--- src/rtl/rv64d_pkg.sv ---
// ----------------------------------------------------------------------------
// Shared types and constants for the instruction decoder with label table.
// Opcodes, mnemonic codes, state machine encoding and the decode result type.
// ----------------------------------------------------------------------------
package rv64d_pkg;

   localparam int unsigned LabelDepthDefault = 1024;
   localparam int unsigned IndexWidth        = 20;
   localparam int unsigned TargetWidth       = 22;
   localparam int unsigned LabelWidth        = 11;
   localparam int unsigned ImmWidth          = 21;
   localparam int unsigned MnemWidth         = 6;

   localparam logic [6:0] OpReg    = 7'd51;
   localparam logic [6:0] OpImm    = 7'd19;
   localparam logic [6:0] OpLoad   = 7'd3;
   localparam logic [6:0] OpJalr   = 7'd103;
   localparam logic [6:0] OpStore  = 7'd35;
   localparam logic [6:0] OpBranch = 7'd99;
   localparam logic [6:0] OpJal    = 7'd111;
   localparam logic [6:0] OpLui    = 7'd55;

   localparam logic [6:0] Funct7Zero = 7'd0;
   localparam logic [6:0] Funct7Alt  = 7'd32;
   localparam logic [5:0] Funct6Zero = 6'd0;
   localparam logic [5:0] Funct6Alt  = 6'd16;

   localparam logic [MnemWidth-1:0] MnSub   = 6'd1;
   localparam logic [MnemWidth-1:0] MnSra   = 6'd7;
   localparam logic [MnemWidth-1:0] MnSlli  = 6'd14;
   localparam logic [MnemWidth-1:0] MnSrli  = 6'd15;
   localparam logic [MnemWidth-1:0] MnSrai  = 6'd16;
   localparam logic [MnemWidth-1:0] MnLoad  = 6'd19;
   localparam logic [MnemWidth-1:0] MnJalr  = 6'd26;
   localparam logic [MnemWidth-1:0] MnStore = 6'd27;
   localparam logic [MnemWidth-1:0] MnJal   = 6'd37;
   localparam logic [MnemWidth-1:0] MnLui   = 6'd38;
   localparam logic [MnemWidth-1:0] MnNone  = 6'd0;

   typedef enum logic [2:0] {
      ST_IDLE,
      ST_HERE,
      ST_TGT,
      ST_APPEND,
      ST_OUT
   } state_type;

   typedef struct packed {
      logic [MnemWidth-1:0]  mnemonic;
      logic                  known;
      logic                  jump;
      logic [4:0]            dest_reg;
      logic [4:0]            src1_reg;
      logic [4:0]            src2_reg;
      logic [ImmWidth-1:0]   immediate;
   } dec_type;

   function automatic logic [MnemWidth-1:0] rmap(input logic [2:0] f3);
      logic [MnemWidth-1:0] r;
      case (f3)
         3'd0: r = 6'd0;
         3'd1: r = 6'd5;
         3'd2: r = 6'd8;
         3'd3: r = 6'd9;
         3'd4: r = 6'd2;
         3'd5: r = 6'd6;
         3'd6: r = 6'd3;
         3'd7: r = 6'd4;
         default: r = 6'd0;
      endcase
      return r;
   endfunction

   function automatic logic [MnemWidth-1:0] imap(input logic [2:0] f3);
      logic [MnemWidth-1:0] r;
      case (f3)
         3'd0: r = 6'd10;
         3'd2: r = 6'd17;
         3'd3: r = 6'd18;
         3'd4: r = 6'd11;
         3'd6: r = 6'd12;
         3'd7: r = 6'd13;
         default: r = 6'd10;
      endcase
      return r;
   endfunction

   function automatic logic [MnemWidth-1:0] bmap(input logic [2:0] f3);
      logic [MnemWidth-1:0] r;
      case (f3)
         3'd0: r = 6'd31;
         3'd1: r = 6'd32;
         3'd4: r = 6'd33;
         3'd5: r = 6'd34;
         3'd6: r = 6'd35;
         3'd7: r = 6'd36;
         default: r = 6'd0;
      endcase
      return r;
   endfunction

endpackage

--- src/rtl/rv64d_decode.sv ---
// ----------------------------------------------------------------------------
// Instruction field decoder
// Turns one instruction word into a mnemonic code, registers and immediate.
// ----------------------------------------------------------------------------
module rv64d_decode
   import rv64d_pkg::*;
(
   input  logic [31:0] instr_word,
   output dec_type     dec
);

   logic [6:0] op;
   logic [2:0] f3;
   logic [6:0] f7;
   logic [5:0] f6;
   logic [ImmWidth-1:0] immi;

   assign op   = instr_word[6:0];
   assign f3   = instr_word[14:12];
   assign f7   = instr_word[31:25];
   assign f6   = instr_word[31:26];
   assign immi = {{(ImmWidth-12){instr_word[31]}}, instr_word[31:20]};

   always_comb begin
      dec = '0;
      case (op)
         OpReg: begin
            if (f7 == Funct7Zero) begin
               dec.mnemonic = rmap(f3);
               dec.known    = 1'b1;
            end else if (f7 == Funct7Alt && f3 == 3'd0) begin
               dec.mnemonic = MnSub;
               dec.known    = 1'b1;
            end else if (f7 == Funct7Alt && f3 == 3'd5) begin
               dec.mnemonic = MnSra;
               dec.known    = 1'b1;
            end
            if (dec.known) begin
               dec.dest_reg = instr_word[11:7];
               dec.src1_reg = instr_word[19:15];
               dec.src2_reg = instr_word[24:20];
            end
         end
         OpImm: begin
            if (f3 == 3'd1 || f3 == 3'd5) begin
               // The shift amount is reported even when the upper bits do not match.
               dec.immediate = {{(ImmWidth-6){1'b0}}, instr_word[25:20]};
               if (f3 == 3'd1 && f6 == Funct6Zero) begin
                  dec.mnemonic = MnSlli;
                  dec.known    = 1'b1;
               end else if (f3 == 3'd5 && f6 == Funct6Zero) begin
                  dec.mnemonic = MnSrli;
                  dec.known    = 1'b1;
               end else if (f3 == 3'd5 && f6 == Funct6Alt) begin
                  dec.mnemonic = MnSrai;
                  dec.known    = 1'b1;
               end
            end else begin
               dec.mnemonic  = imap(f3);
               dec.known     = 1'b1;
               dec.immediate = immi;
            end
            if (dec.known) begin
               dec.dest_reg = instr_word[11:7];
               dec.src1_reg = instr_word[19:15];
            end
         end
         OpLoad: begin
            if (f3 != 3'd7) begin
               dec.mnemonic  = MnLoad + {3'd0, f3};
               dec.known     = 1'b1;
               dec.dest_reg  = instr_word[11:7];
               dec.src1_reg  = instr_word[19:15];
               dec.immediate = immi;
            end
         end
         OpJalr: begin
            if (f3 == 3'd0) begin
               dec.mnemonic  = MnJalr;
               dec.known     = 1'b1;
               dec.dest_reg  = instr_word[11:7];
               dec.src1_reg  = instr_word[19:15];
               dec.immediate = immi;
            end
         end
         OpStore: begin
            if (!f3[2]) begin
               dec.mnemonic  = MnStore + {3'd0, f3};
               dec.known     = 1'b1;
               dec.src1_reg  = instr_word[19:15];
               dec.src2_reg  = instr_word[24:20];
               dec.immediate = {{(ImmWidth-12){instr_word[31]}}, instr_word[31:25],
                                instr_word[11:7]};
            end
         end
         OpBranch: begin
            if (f3 != 3'd2 && f3 != 3'd3) begin
               dec.mnemonic  = bmap(f3);
               dec.known     = 1'b1;
               dec.jump      = 1'b1;
               dec.src1_reg  = instr_word[19:15];
               dec.src2_reg  = instr_word[24:20];
               dec.immediate = {{(ImmWidth-13){instr_word[31]}}, instr_word[31],
                                instr_word[7], instr_word[30:25], instr_word[11:8], 1'b0};
            end
         end
         OpJal: begin
            dec.mnemonic  = MnJal;
            dec.known     = 1'b1;
            dec.jump      = 1'b1;
            dec.dest_reg  = instr_word[11:7];
            dec.immediate = {instr_word[31], instr_word[19:12], instr_word[20],
                             instr_word[30:21], 1'b0};
         end
         OpLui: begin
            dec.mnemonic  = MnLui;
            dec.known     = 1'b1;
            dec.dest_reg  = instr_word[11:7];
            dec.immediate = {instr_word[31], instr_word[31:12]};
         end
         default: begin
            dec = '0;
         end
      endcase
   end

endmodule

--- config.mk ---
export PLATFORM = sky130hd
export DESIGN_NAME = rv64d_decode
export DESIGN_NICKNAME = d
export VERILOG_FILES = /design/src/rtl/rv64d_pkg.sv /design/src/rtl/rv64d_decode.sv
export SDC_FILE = /design/constraint.sdc
export NUM_CORES = 1
export LEC_CHECK = 0
export ABC_AREA = 1
export BUFFER_PORTS_ARGS = -buffer_cell sky130_fd_sc_hd__buf_2
export CAP_MARGIN = 15
export CORE_UTILIZATION = 44
export DETAILED_ROUTE_END_ITERATION = 8
export PLACE_DENSITY = 0.82
export SLEW_MARGIN = 20
export SYNTH_ARGS = -nofsm -noshare
export SYNTH_HDL_FRONTEND = slang
export SYNTH_SLANG_ARGS = --single-unit
--- constraint.sdc ---
create_clock -name vclk -period 1.3
set_clock_uncertainty 0.1 [all_clocks]
set_input_delay 0 -clock vclk [all_inputs]
set_output_delay 0 -clock vclk [all_outputs]
set_load 0.1 [all_outputs]
==> flow_summary.json, run 1 <==
{
  "status": "did not finish",
  "stop_stage": "detailed placement (3_5_place_dp)",
  "error": "[ERROR DPL-0038] Utilization greater than 100%, impossible to legalize",
  "die_x_um": 60.8,
  "synth.distinct_cells": 28,
  "syn_avg_cell_area_um2": 5.19,
  "place_congestion": 1.15,
  "io_pins": 76,
  "io_buffers": 76,
  "die_h_um": 60.8,
  "ys.warnings.count": 0,
  "netlist_instances": 293,
  "rows": 20,
  "yosysSeqAreaShare_pct": 0,
  "start_util_pct": 48.2,
  "syn_nets": 333,
  "netlist_area_um2": 1520
}
-- through the flow --
step	setup TNS [ps]	worst slack [ps]	instances	hold slack (ps)	cell area, µm²
after global placement	-9510	-293	482	305	3630
after floorplan	-11660	-875	293	113	2020
-- Yosys cell counts, drive strengths merged --
cell type  instances  share of area, %
ha                 8               6.6
o22ai              1              0.41
nand2            106                28
o211ai             2              0.99
inv               34               8.4
nand3b             1              0.74
o21ai             14               4.6
nor4               1              0.41
nand3             34                12
nand4             15               6.2
o31ai              1              0.49
buf                6               3.3
nor2              46                15
nor3               3               1.7
a21oi             19               9.2
a21boi             2              0.99
-- cell families after synthesis --
| group | after synthesis | share of synthesized area, % |
|---|---|---|
| compound gates | 39 | 16.7 |
| fa+ha+maj | 8 | 6.58 |
| buf+inv | 40 | 11.7 |
| simple gates | 206 | 65.0 |
==> run 2, diff against run 1 <==
CORE_UTILIZATION = 40   (was 44)
PLACE_DENSITY = unset   (was 0.82)
PLACE_DENSITY_LB_ADDON = 0.15   (was unset)
clock period = 1.7 ns   (was 1.3 ns; I/O delays follow)
==> flow_summary.json, run 2 <==
{
  "n_antenna_cell": 0,
  "routed_wl_um": 8300,
  "nClkBuffers": 0,
  "slew_headroom_pct": 63.9,
  "yosys.area.top_type": "nand2_1",
  "ir_drop_mv": 0.108,
  "route.detailed.drc": 0,
  "synth.distinct_cells": 28,
  "antenna_found_initial": 0,
  "yosysSeqAreaShare_pct": 0,
  "hold_path_end": "dec[5]",
  "die_area_um2": 4050,
  "yosys.area_share.simple_pct": 65.0,
  "netlist_area_um2": 1520,
  "io_pins": 76,
  "avgRoutedWirePerCell_um": 18.9,
  "cp_data_arrival_time_ps": 1630,
  "holdCritPathClass": "input port to primary output",
  "vias": 2654,
  "io_buffers": 76,
  "netlist_instances": 293,
  "final_cell_mix": "nand2_1, buf_12, buf_2",
  "design.seq.count": 0,
  "gr-total-overflow": 0,
  "cts_hold_buffers": 0,
  "synth_common_cells": "nand2_1, nor2_1, nand3_1, inv_1, nand4_1",
  "syn_avg_cell_area_um2": 5.19,
  "synth_top_cell_area_share_pct": 24.2,
  "syn_nets": 333,
  "synth_compound_area_share_pct": 16.7,
  "whs_path_depth": 4,
  "die_x_um": 63.7,
  "dr.pass1.iters": 6,
  "failed_checks": "negative setup slack",
  "synth_top_family_by_area": "simple AND/OR/NAND/NOR gates",
  "maxSlewViolCount": 0,
  "start_kind": "input port",
  "power_density_nw_per_um2": 146,
  "worstSetupEndpointType": "primary output",
  "grt_usage_pct": 35.7,
  "p_total_w": 0.000461,
  "finalSetupViolCount": 4,
  "stdcell_count": 439,
  "worstPathRequired_ps": 1600,
  "grt_pass1_wl_um": 11600,
  "start_util_pct": 41.5,
  "ant_nets": 0,
  "area_growth_pct": 107,
  "ys.warnings.count": 0,
  "drtIter0Drc": 352,
  "cp_max_fo": 6,
  "synth_area_leaders": "nand2_1, nand3_1, nor2_1",
  "tightest_slew_ps": 541,
  "synth.most_common_cell": "nand2_1",
  "grt_max_degree": 18,
  "status": "complete, but fails checks",
  "dp_hpwl_um": 6100,
  "seq_area_um2": 0,
  "synth_fa_ha_area_share_pct": 6.58,
  "finalCritPeriodShare_pct": 102,
  "place_congestion": 1.01,
  "synth-xor-area-share_pct": 0,
  "fin_ws_ps": -32.4,
  "fmax_ghz": 0.577,
  "setup-tns-final_ps": -56.4,
  "synthMuxAreaShare_pct": 0,
  "grt_pass1_vias": 2446,
  "layout.cells.most_common": "nand2_1",
  "rsz0062_at_grt": "true",
  "max-cap-violations": 0,
  "rows": 22,
  "layout_min_cycle_time_ps": 1730,
  "drive_gt1_share_pct": 48.3,
  "routed_via_density": 6.05,
  "multi_input_area_um2": 1690,
  "fillCellCount": 189,
  "die_h_um": 63.7,
  "dp.cells": 432,
  "layout.nets": 433,
  "hold_viol": 0,
  "core_area_um2": 3660,
  "worst-setup-path-type": "input port to primary output",
  "min_from": "instr_word[25]",
  "leakage_nw": 1.45
}
[run 2: cell families (layout without fill, tap and decap cells)]
group                      after synthesis  in the layout
AOI/OAI and AO/OA                       39             39
adders and majority gates                8              8
buffers and inverters                   40            138
and+or+nand+nor                        206            206
[run 2: how the worst max path moves through the flow]
stage	startpoint	end	slack (ps)	depth (start not counted)
CTS	instr_word[13]	dec[33]	9	13
floorplan	instr_word[12]	dec[0]	-480	8
detailed placement	instr_word[3]	dec[33]	-90	9
finish	instr_word[3]	dec[31]	-30	9
global route	instr_word[4]	dec[31]	-60	9
global placement	instr_word[12]	dec[40]	-3	10
[run 2: cell type report]
| class | instances | share of cell area [%] |
|---|---|---|
| Multi-Input combinational cell | 253 | 53.5 |
| Timing Repair Buffer | 104 | 40.3 |
| Inverter | 34 | 4.33 |
| Tap cell | 48 | 1.90 |
[run 2: power by group]
part	switching [W]	internal (W)	leakage, nW
clock	0	0	0
combinational	0.000306	0.000155	1.45
sequential	0	0	0
[run 2: metrics by stage]
step | area (µm²) | worst slack (ps) | utilization [%] | hold slack, ps
CTS | 3010 | 9.24 | 82.3 | 310
global route | 3150 | -58.9 | 86.1 | 341
detailed placement | 3000 | -86.8 | 82.0 | 310
global placement | 3000 | -3.27 | 82.0 | 307
finish | 3150 | -32.4 | 86.1 | 317
floorplan | 1800 | -481 | - | 113
[run 2: layer usage]
metal	share of wire (%)	track usage (%)
met4	6.1	12.8
met2	48	66.0
met1	36	41.7
met3	10	3.80
met5	0	0
[run 2: timing repair]
action,in CTS,in global routing
setup endpoints to repair,11,24
setup buffers,0,7
gates resized for setup,3,21
pin swaps,0,11
[run 2: worst max-delay path, stage by stage]
cell and delay (ps):
buf_2 130, inv_1 60, nand2_1 130, nor2_2 280
nand3_2 210, nand3_1 230, o21ai_0 210, a21oi_4 190
buf_12 190
Power figures use the tool's default switching activity.
==> run 3, diff against run 2 <==
CORE_AREA = 2 2 63 65   (was unset)
CORE_UTILIZATION = unset   (was 40)
DIE_AREA = 0 0 65 67   (was unset)
SETUP_SLACK_MARGIN = 0.2   (was unset)
==> flow_summary.json, run 3 <==
{
  "stop_stage": "clock tree synthesis (4_1_cts)",
  "dp_hpwl_um": 6560,
  "syn_avg_cell_area_um2": 5.19,
  "io_buffers": 76,
  "die_x_um": 65,
  "netlist_area_um2": 1520,
  "ys.warnings.count": 0,
  "yosysSeqAreaShare_pct": 0,
  "synth.most_common_cell": "nand2_1",
  "place_congestion": 1.04,
  "rows": 22,
  "netlist_instances": 293,
  "cts_hold_buffers": 0,
  "synth_top_family_by_area": "simple AND/OR/NAND/NOR gates",
  "post_cts_buffers": 21,
  "synth_compound_area_share_pct": 16.7,
  "syn_nets": 333,
  "synth_area_leaders": "nand2_1, nand3_1, nor2_1",
  "yosys.area.top_type": "nand2_1",
  "error": "[ERROR DPL-0033] detailed placement checks failed during check placement.",
  "ctsResizeCount": 67,
  "yosys.area_share.simple_pct": 65.0,
  "synth-xor-area-share_pct": 0,
  "synth_common_cells": "nand2_1, nor2_1, nand3_1, inv_1, nand4_1",
  "start_util_pct": 42.2,
  "io_pins": 76,
  "placed_area_um2": 3130,
  "synth_top_cell_area_share_pct": 24.2,
  "dpl_worst_slack_ps": 8.51,
  "synth.distinct_cells": 28,
  "status": "did not finish",
  "synth_fa_ha_area_share_pct": 6.58,
  "synthMuxAreaShare_pct": 0,
  "die_h_um": 67
}
## run 3: kinds of logic after synthesis
logic type	count (synthesis)
simple gates	206
buf+inv	40
compound gates	39
fa+ha+maj	8
## run 3: stage by stage
stage	util, %	hold WS (ps)	setup TNS, ps	cells
floorplan	-	113	-1490	293
global placement	86.9	297	0	433
detailed placement	86.9	313	0	433
